$ cat config.mk
export PLATFORM = sky130hd
export DESIGN_NAME = session_close_location_value_flat
export DESIGN_NICKNAME = d
export VERILOG_FILES = /design/src/design/scv_pkg.sv /design/src/design/scv_if.sv /design/src/design/scv_front.sv /design/src/design/scv_queue.sv /design/src/design/scv_back.sv /design/src/design/session_close_location_value.sv /design/src/flat_wrapper.sv
export SDC_FILE = /design/constraint.sdc
export NUM_CORES = 1
export LEC_CHECK = 0
export BUFFER_PORTS_ARGS = -buffer_cell sky130_fd_sc_hd__buf_2
export CELL_PAD_IN_SITES_DETAIL_PLACEMENT = 1
export CELL_PAD_IN_SITES_GLOBAL_PLACEMENT = 1
export CORE_MARGIN = 4
export CORE_UTILIZATION = 51
export DETAILED_ROUTE_END_ITERATION = 7
export PLACE_DENSITY = 0.8
export SYNTH_ARGS = -nofsm -noshare
export SYNTH_HDL_FRONTEND = slang
export SYNTH_SLANG_ARGS = --single-unit
$ cat constraint.sdc
create_clock -name clk -period 8 [get_ports clk]
set_input_delay 0.8 -clock clk [delete_from_list [all_inputs] [get_ports clk]]
set_output_delay 0.8 -clock clk [all_outputs]
set_load 0.005 [all_outputs]
$ cat src/design/scv_pkg.sv
// Shared constants and types for the session close location value block.
package scv_pkg;

  localparam int PRICE_BITS = 32;              // price datapath width
  localparam int FRAC_BITS  = 15;              // fraction bits of the result
  localparam int IN_W       = 32;              // width of price fields on the port
  localparam int OUT_W      = 17;              // width of clv_value on the port
  localparam int EXT_W      = (FRAC_BITS + 1 > OUT_W) ? FRAC_BITS + 1 : OUT_W;
  localparam int CNT_W      = $clog2(FRAC_BITS + 1);
  localparam int QDEPTH     = 2;               // session jobs between front and back
  localparam int QPTR_W     = $clog2(QDEPTH);
  localparam int QCNT_W     = $clog2(QDEPTH + 1);

  localparam logic [FRAC_BITS:0] Q_ONE = {1'b1, {FRAC_BITS{1'b0}}};

  // One finished session, handed from front to back.
  typedef struct packed {
    logic [PRICE_BITS-1:0] high;
    logic [PRICE_BITS-1:0] low;
    logic [PRICE_BITS-1:0] close;
    logic                  ok;     // high, low and close all present
  } job_t;

  typedef struct packed {
    logic full;
    logic empty;
  } qstat_t;

endpackage

$ cat src/design/scv_if.sv
// Request channels: price bars in, close location values out.
interface scv_in_if import scv_pkg::*; ();
  logic            valid;
  logic            ready;
  logic [IN_W-1:0] high_price;
  logic            high_present;
  logic [IN_W-1:0] low_price;
  logic            low_present;
  logic [IN_W-1:0] close_price;
  logic            close_present;
  logic            last_in_session;

  modport source (output valid, high_price, high_present, low_price, low_present,
                  close_price, close_present, last_in_session, input ready);
  modport sink   (input valid, high_price, high_present, low_price, low_present,
                  close_price, close_present, last_in_session, output ready);
endinterface

interface scv_out_if import scv_pkg::*; ();
  logic                    valid;
  logic                    ready;
  logic signed [OUT_W-1:0] clv_value;
  logic                    clv_valid;

  modport source (output valid, clv_value, clv_valid, input ready);
  modport sink   (input valid, clv_value, clv_valid, output ready);
endinterface

$ cat src/design/scv_front.sv
// Front end: takes bars, tracks session high/low, posts a job on the last bar.
module scv_front import scv_pkg::*; (
  input  logic          clk,
  input  logic          rst_n,
  scv_in_if.sink        in_ch,
  input  qstat_t        qstat,
  output logic          push,
  output job_t          job
);

  logic [PRICE_BITS-1:0] running_high_r, running_high_nxt;
  logic [PRICE_BITS-1:0] running_low_r, running_low_nxt;
  logic                  high_seen_r, high_seen_nxt;
  logic                  low_seen_r, low_seen_nxt;

  logic [PRICE_BITS-1:0] h, l, hi_f, lo_f;
  logic                  hseen_f, lseen_f, acc;

  assign in_ch.ready = !qstat.full;
  assign acc         = in_ch.valid && in_ch.ready;

  always_comb begin
    h       = PRICE_BITS'(in_ch.high_price);
    l       = PRICE_BITS'(in_ch.low_price);
    hi_f    = (in_ch.high_present && (!high_seen_r || h > running_high_r)) ? h
                                                                           : running_high_r;
    lo_f    = (in_ch.low_present && (!low_seen_r || l < running_low_r)) ? l
                                                                        : running_low_r;
    hseen_f = high_seen_r || in_ch.high_present;
    lseen_f = low_seen_r || in_ch.low_present;

    job.high  = hi_f;
    job.low   = lo_f;
    job.close = PRICE_BITS'(in_ch.close_price);
    job.ok    = hseen_f && lseen_f && in_ch.close_present;
    push      = acc && in_ch.last_in_session;

    running_high_nxt = running_high_r;
    running_low_nxt  = running_low_r;
    high_seen_nxt    = high_seen_r;
    low_seen_nxt     = low_seen_r;
    if (acc) begin
      if (in_ch.last_in_session) begin
        running_high_nxt = '0;
        running_low_nxt  = '1;
        high_seen_nxt    = 1'b0;
        low_seen_nxt     = 1'b0;
      end else begin
        running_high_nxt = hi_f;
        running_low_nxt  = lo_f;
        high_seen_nxt    = hseen_f;
        low_seen_nxt     = lseen_f;
      end
    end
  end

  always_ff @(posedge clk) begin
    if (!rst_n) begin
      running_high_r <= '0;
      running_low_r  <= '1;
      high_seen_r    <= 1'b0;
      low_seen_r     <= 1'b0;
    end else begin
      running_high_r <= running_high_nxt;
      running_low_r  <= running_low_nxt;
      high_seen_r    <= high_seen_nxt;
      low_seen_r     <= low_seen_nxt;
    end
  end

endmodule

$ cat src/design/scv_queue.sv
// Short FIFO of session jobs between front and back.
module scv_queue import scv_pkg::*; (
  input  logic   clk,
  input  logic   rst_n,
  input  logic   push,
  input  job_t   push_job,
  input  logic   pop,
  output job_t   head,
  output qstat_t qstat
);

  job_t              mem_r [QDEPTH];
  logic [QPTR_W-1:0] wr_ptr_r, rd_ptr_r;
  logic [QCNT_W-1:0] cnt_r, cnt_nxt;
  logic              do_push, do_pop;

  assign qstat.full  = (cnt_r == QCNT_W'(QDEPTH));
  assign qstat.empty = (cnt_r == '0);
  assign do_push     = push && !qstat.full;
  assign do_pop      = pop && !qstat.empty;
  assign head        = mem_r[rd_ptr_r];

  always_comb begin
    cnt_nxt = cnt_r;
    if (do_push && !do_pop) cnt_nxt = cnt_r + 1'b1;
    else if (do_pop && !do_push) cnt_nxt = cnt_r - 1'b1;
  end

  always_ff @(posedge clk) begin
    if (!rst_n) begin
      wr_ptr_r <= '0;
      rd_ptr_r <= '0;
      cnt_r    <= '0;
    end else begin
      cnt_r <= cnt_nxt;
      if (do_push) wr_ptr_r <= (wr_ptr_r == QPTR_W'(QDEPTH - 1)) ? '0 : wr_ptr_r + 1'b1;
      if (do_pop)  rd_ptr_r <= (rd_ptr_r == QPTR_W'(QDEPTH - 1)) ? '0 : rd_ptr_r + 1'b1;
    end
  end

  always_ff @(posedge clk) begin
    if (do_push) mem_r[wr_ptr_r] <= push_job;
  end

endmodule

$ cat src/design/scv_back.sv
// Back end: per-session CLV arithmetic, restoring divider, output register.
module scv_back import scv_pkg::*; (
  input  logic     clk,
  input  logic     rst_n,
  input  job_t     head,
  input  qstat_t   qstat,
  output logic     pop,
  scv_out_if.source out_ch
);

  typedef enum logic [2:0] {
    ST_IDLE, ST_PREP, ST_MAG, ST_SAT, ST_DIV, ST_OUT
  } state_t;

  state_t                  state_r;
  logic [PRICE_BITS-1:0]   high_r, low_r, close_r, den_r, rem_r;
  logic [PRICE_BITS:0]     sum_r, twoc_r, mag_r;
  logic                    ok_r, neg_r;
  logic [FRAC_BITS:0]      q_r;
  logic [CNT_W-1:0]        cnt_r;
  logic                    outv_r, clv_valid_r;
  logic signed [OUT_W-1:0] clv_value_r;

  logic [PRICE_BITS:0]     sh, diff;
  logic                    ge;
  logic [EXT_W-1:0]        q_ext, val_ext;

  assign pop = (state_r == ST_IDLE) && !qstat.empty;

  always_comb begin
    sh      = {rem_r, 1'b0};
    ge      = sh >= {1'b0, den_r};
    diff    = sh - {1'b0, den_r};
    q_ext   = EXT_W'(q_r);
    val_ext = neg_r ? (~q_ext + 1'b1) : q_ext;
  end

  assign out_ch.valid     = outv_r;
  assign out_ch.clv_value = clv_value_r;
  assign out_ch.clv_valid = clv_valid_r;

  always_ff @(posedge clk) begin
    if (!rst_n) begin
      state_r <= ST_IDLE;
      outv_r  <= 1'b0;
    end else begin
      // ST_OUT reloads the output register itself
      if (out_ch.valid && out_ch.ready && (state_r != ST_OUT)) outv_r <= 1'b0;
      case (state_r)
        ST_IDLE: begin
          if (pop) begin
            high_r  <= head.high;
            low_r   <= head.low;
            close_r <= head.close;
            ok_r    <= head.ok;
            state_r <= ST_PREP;
          end
        end
        ST_PREP: begin
          den_r   <= high_r - low_r;
          sum_r   <= {1'b0, high_r} + {1'b0, low_r};
          twoc_r  <= {close_r, 1'b0};
          ok_r    <= ok_r && (high_r > low_r);
          state_r <= ST_MAG;
        end
        ST_MAG: begin
          neg_r   <= twoc_r < sum_r;
          mag_r   <= (twoc_r < sum_r) ? (sum_r - twoc_r) : (twoc_r - sum_r);
          state_r <= ST_SAT;
        end
        ST_SAT: begin
          if (!ok_r) begin
            q_r     <= '0;
            state_r <= ST_OUT;
          end else if (mag_r >= {1'b0, den_r}) begin
            q_r     <= Q_ONE;        // ratio at or beyond one: clamp
            state_r <= ST_OUT;
          end else begin
            rem_r   <= mag_r[PRICE_BITS-1:0];
            q_r     <= '0;
            cnt_r   <= '0;
            state_r <= ST_DIV;
          end
        end
        ST_DIV: begin
          q_r   <= {q_r[FRAC_BITS-1:0], ge};
          rem_r <= ge ? diff[PRICE_BITS-1:0] : sh[PRICE_BITS-1:0];
          cnt_r <= cnt_r + 1'b1;
          if (cnt_r == CNT_W'(FRAC_BITS - 1)) state_r <= ST_OUT;
        end
        ST_OUT: begin
          if (!outv_r || out_ch.ready) begin
            outv_r      <= 1'b1;
            clv_value_r <= val_ext[OUT_W-1:0];
            clv_valid_r <= ok_r;
            state_r     <= ST_IDLE;
          end
        end
        default: state_r <= ST_IDLE;
      endcase
    end
  end

endmodule

$ cat src/design/session_close_location_value.sv
// Top level of the session close location value block.
//
// in_ch carries one price bar per request: high, low and close in ticks, each
// with a present flag, and last_in_session. out_ch carries one request per
// session: clv_value = (2c - H - L)/(H - L) * 2^15, truncated toward zero and
// clamped to +-32768, with clv_valid low when H or L was never seen, H <= L,
// or the last close is missing.
// Throughput: one bar per cycle while in_ch.ready is high. Each session end is
// handed to a two-entry job queue; the back end then takes the job, runs the
// setup states ST_PREP, ST_MAG and ST_SAT, computes one restoring-divider bit
// per cycle for FRAC_BITS bits, and registers the result in ST_OUT; a clamped or
// invalid result skips the divider. The back end takes a new job only in idle,
// so short sessions fill the queue, and in_ch.ready drops while it is full.
// Reset (rst_n low at a clock edge) clears the running high/low, the queue and
// the output valid flag. If out_ch.ready stays low, the finished result holds in
// the output register, the back end waits with the next one, the queue fills,
// and then the input stalls; bars inside a session still flow until then.
module session_close_location_value import scv_pkg::*; (
  input  logic      clk,
  input  logic      rst_n,
  scv_in_if.sink    in_ch,
  scv_out_if.source out_ch
);

  logic   push, pop;
  job_t   push_job, head;
  qstat_t qstat;

  // bar intake and running extremes
  scv_front u_front (
    .clk   (clk),
    .rst_n (rst_n),
    .in_ch (in_ch),
    .qstat (qstat),
    .push  (push),
    .job   (push_job)
  );

  // decouples intake from the slow per-session math
  scv_queue u_queue (
    .clk      (clk),
    .rst_n    (rst_n),
    .push     (push),
    .push_job (push_job),
    .pop      (pop),
    .head     (head),
    .qstat    (qstat)
  );

  // subtract, magnitude, clamp, divide, present
  scv_back u_back (
    .clk    (clk),
    .rst_n  (rst_n),
    .head   (head),
    .qstat  (qstat),
    .pop    (pop),
    .out_ch (out_ch)
  );

  // queue status is never both full and empty
  a_qstat: assert property (@(posedge clk) disable iff (!rst_n)
    !(qstat.full && qstat.empty))
    else $error("queue status full and empty at once");

  // a session end is never posted into a full queue
  a_push: assert property (@(posedge clk) disable iff (!rst_n)
    push |-> !qstat.full)
    else $error("job posted to full queue");

  // back end takes one job, then is busy for at least the next cycle
  a_pop: assert property (@(posedge clk) disable iff (!rst_n)
    pop |=> !pop)
    else $error("back end popped on consecutive cycles");

  // an invalid result always carries zero
  a_zero: assert property (@(posedge clk) disable iff (!rst_n)
    (out_ch.valid && !out_ch.clv_valid) |-> (out_ch.clv_value == '0))
    else $error("invalid result with nonzero value");

endmodule
$ cat src/flat_wrapper.sv
// flat-port wrapper written by rule: the top's interface ports become plain ports
module session_close_location_value_flat import scv_pkg::*;
  (clk, rst_n, in_ch_valid, in_ch_high_price, in_ch_high_present, in_ch_low_price, in_ch_low_present, in_ch_close_price, in_ch_close_present, in_ch_last_in_session, in_ch_ready, out_ch_valid, out_ch_clv_value, out_ch_clv_valid, out_ch_ready);
  scv_in_if in_ch_i ();
  scv_out_if out_ch_i ();
  input  logic clk;
  input  logic rst_n;
  input wire logic [$bits(in_ch_i.valid)-1:0] in_ch_valid;
  input wire logic [$bits(in_ch_i.high_price)-1:0] in_ch_high_price;
  input wire logic [$bits(in_ch_i.high_present)-1:0] in_ch_high_present;
  input wire logic [$bits(in_ch_i.low_price)-1:0] in_ch_low_price;
  input wire logic [$bits(in_ch_i.low_present)-1:0] in_ch_low_present;
  input wire logic [$bits(in_ch_i.close_price)-1:0] in_ch_close_price;
  input wire logic [$bits(in_ch_i.close_present)-1:0] in_ch_close_present;
  input wire logic [$bits(in_ch_i.last_in_session)-1:0] in_ch_last_in_session;
  output wire logic [$bits(in_ch_i.ready)-1:0] in_ch_ready;
  output wire logic [$bits(out_ch_i.valid)-1:0] out_ch_valid;
  output wire logic [$bits(out_ch_i.clv_value)-1:0] out_ch_clv_value;
  output wire logic [$bits(out_ch_i.clv_valid)-1:0] out_ch_clv_valid;
  input wire logic [$bits(out_ch_i.ready)-1:0] out_ch_ready;
  assign in_ch_i.valid = in_ch_valid;
  assign in_ch_i.high_price = in_ch_high_price;
  assign in_ch_i.high_present = in_ch_high_present;
  assign in_ch_i.low_price = in_ch_low_price;
  assign in_ch_i.low_present = in_ch_low_present;
  assign in_ch_i.close_price = in_ch_close_price;
  assign in_ch_i.close_present = in_ch_close_present;
  assign in_ch_i.last_in_session = in_ch_last_in_session;
  assign in_ch_ready = in_ch_i.ready;
  assign out_ch_valid = out_ch_i.valid;
  assign out_ch_clv_value = out_ch_i.clv_value;
  assign out_ch_clv_valid = out_ch_i.clv_valid;
  assign out_ch_i.ready = out_ch_ready;
  session_close_location_value u_core (.clk(clk), .rst_n(rst_n), .in_ch(in_ch_i), .out_ch(out_ch_i));
endmodule
==> metrics.txt <==
number of buffers inserted during clock tree synthesis=58; count of placed standard cells in the final layout, fillers left out=3676; IO buf count=123; slew at the pin closest to its max-slew limit=1310 ps; clock tree from TritonCTS=yes; final worst setup slack=3996 ps; RSZ-0062 raised after global routing=no; top-level port count=124; GRT Total Usage=0.2453; final-report setup violation count=0; global-route wire length before repair=127400 um; H-tree level count=2; final hold slack=376.9 ps; post-layout minimum cycle time=4004 ps; Worst slew margin=0.1264; outcome=finished clean; Post-Place Cells=3571; post-DR wirelength/cell=21.68 um; Die X=255.0 um; capturing element type of the critical path=register; standby leakage power=0.01379 uW; data arrival time of the worst path=4350 ps; number of rows in the core area=90; list of most frequent post-synthesis cells=sky130_fd_sc_hd__edfxtp_1 (491), sky130_fd_sc_hd__ha_1 (258), sky130_fd_sc_hd__inv_1 (253), sky130_fd_sc_hd__nand2_1 (208), sky130_fd_sc_hd__a21oi_1 (179); Crit path required time=8350 ps; Crit Path Class=reg -> reg; GRT Residual Overflow=0; CP most frequent cell=sky130_fd_sc_hd__inv_1; Layout Area Growth over Synthesis=10.67%; DRC viols=0; worst clock skew on the final layout=20.86 ps; pre-CTS setup slack=3526 ps; initial antenna violation count=1; kind of start point of the critical path=register; remaining antenna violation count after routing=0; largest cells by area after synthesis=sky130_fd_sc_hd__edfxtp_1 (47%), sky130_fd_sc_hd__ha_1 (10%), sky130_fd_sc_hd__dfxtp_1 (4.8%); number of global-route vias before repair=23090; final weighted congestion in routability-driven placement=0.8805; share of post-route cells with drive strength above 1=0.1306; postcts setup bufs=0; Critical Path Max Stage Delay=450 ps; Core Box Area=60360 um^2; Fin. Hold Viols=0; die outline height=255.0 um; final layout net count=3216; power density over the cells=297.5 nW/um^2; total of flip-flops plus latches after synthesis=566; setup TNS=0 ps; die area=65010 um^2; violation count after the first detailed-routing iteration=1132; Max Fanout on Critical Path=43; final wirelength=79710 um; Via density=5.783; Post-Synthesis Net Count=3131; sequential area share after synthesis=0.5222; HP Class=in -> reg; synthesized instance count=2764; synthesized cell area=31110 um^2; ys async rst share=0; number of gates given a new drive strength after cts=0; number of diodes=0; Max-Cap Viols=0; leading cell type by number of instances after synthesis=sky130_fd_sc_hd__edfxtp_1; highest clock rate=0.2497 GHz; max-slew violations=0; yosys warns=0; Post-synth top flop=sky130_fd_sc_hd__edfxtp_1; Max stage delay cell, worst path=sky130_fd_sc_hd__buf_4; maximum number of pins on one net before global-route repair=81; critical path cell sequence=inv_1 > ha_1 > o211ai_1 > a21oi_1 > o41ai_2 > o31ai_2 > o21ai_2 > o21ai_4 > buf_4 > inv_1 > o21ai_0 > o221ai_1 > xor2_1; total number of vias=21260; initial core utilization=0.5154; clock root cell=sky130_fd_sc_hd__clkbuf_16; distinct cell type count of the synthesized netlist=81; Mean Syn Cell Area=11.25 um^2; clock transition at the registers of the reported paths=60 ps; count of clock tree sinks=566; count of flip-flops with a built-in enable after synthesis=491; clk buf depth=3; IR drop worst, VDD=0.0001749 V; cts hold-fix bufs=0; detailed-router iteration count before antenna repair=5; cell accounting for the most synthesized area=sky130_fd_sc_hd__edfxtp_1; HPWL after detailed placement=59550 um; ratio of final minimum period to clock period=0.5005; share of the synthesized area in the top cell type=0.4740; clock insertion delay at the later pin of the skew report=610 ps
-- cells by family after synthesis --
logic type | Yosys count | share of synthesized area
simple gates | 589 | 0.09194
mux | 137 | 0.04810
xor+xnor | 135 | 0.03801
flops | 566 | 0.5222
compound gates | 704 | 0.1460
fa+ha+maj | 263 | 0.1070
buf+inv | 370 | 0.04670
-- cells in the final DEF (no fill, tap or decap), drive strengths merged, types with 22 or more instances in the layout --
cell type,instances
nor2b,55
dfxtp,75
nand4,38
a21o,88
a211oi,22
mux2i,37
and2,25
nor3,24
buf,142
clkbuf,72
nand2b,27
nor2,126
o21ai,183
a21oi,181
edfxtp,491
o211ai,46
mux2,100
a22oi,31
xnor2,105
nand2,208
o21bai,33
xor2,30
inv,255
ha,258
-- state kept, by name, summed over array words and instances, names as in the netlist, 2 cells and up, named ones only --
register,flops
u_core.u_front.running_high_r,32
u_core.u_back.high_r,32
u_core.u_back.out_ch.clv_value,17
u_core.u_back.twoc_r,32
u_core.u_back.q_r,16
u_core.u_back.cnt_r,4
u_core.u_queue.mem_r,194
u_core.u_front.running_low_r,32
u_core.u_queue.cnt_r,2
u_core.u_back.mag_r,33
u_core.u_back.state_r,3
u_core.u_back.close_r,32
u_core.u_back.sum_r,32
u_core.u_back.rem_r,32
u_core.u_back.den_r,32
u_core.u_back.low_r,32
-- through the flow --
step	util	power (uW)	instance area, um^2
2_1_floorplan	-	6452	31110
3_3_place_gp	0.5370	7233	32410
3_5_place_dp	0.5370	7415	32410
4_1_cts	0.5704	10300	34430
5_1_grt	0.5704	10820	34430
6_report	0.5704	10240	34430
-- cell type report --
cell class / instances / area [um^2]
clock inverter: 33 / 437.9
sequential: 566 / 16250
inverter: 253 / 949.7
clock buffer: 72 / 1577
tap: 782 / 978.4
timing repair buffer: 142 / 758.2
fill: 6304 / 25930
multi-input combinational: 1828 / 13480
-- layer usage --
metal | part of all wire | track usage | wire length [um]
met1 | 0.43 | 0.3167 | 34100
met5 | 0 | 0 | 0
met4 | 0.027 | 0.06563 | 2119
met3 | 0.031 | 0.02683 | 2494
met2 | 0.51 | 0.4429 | 41000
-- path summary, 6_finish.rpt --
kind                             from                    endpoint  slack [ps]  depth (start not counted)
max            u_core.u_back.sum_r[4]     u_core.u_back.mag_r[13]        4000                         13
max reg2reg    u_core.u_back.sum_r[4]     u_core.u_back.mag_r[13]        4000                         13
min              in_ch_close_price[0]  u_core.u_queue.mem_r[1][1]         380                          1
min reg2reg  u_core.u_back.close_r[7]     u_core.u_back.twoc_r[8]         420                          0
-- power by group --
group	internal [uW]	total (uW)	switching, uW
Clock	1720	2850	1130
Sequential	3850	4100	244
Combinational	1270	3300	2030
-- worst max-delay path: cells and delay by family, from the launching register on --
kind,cells,cell delay (ps)
adders and majority gates,1,420
buffers and inverters,3,920
xor gates and xnor gates,1,170
DFF,1,380
AOI/OAI and AO/OA,8,1820
(Power assumes the default switching activity.)
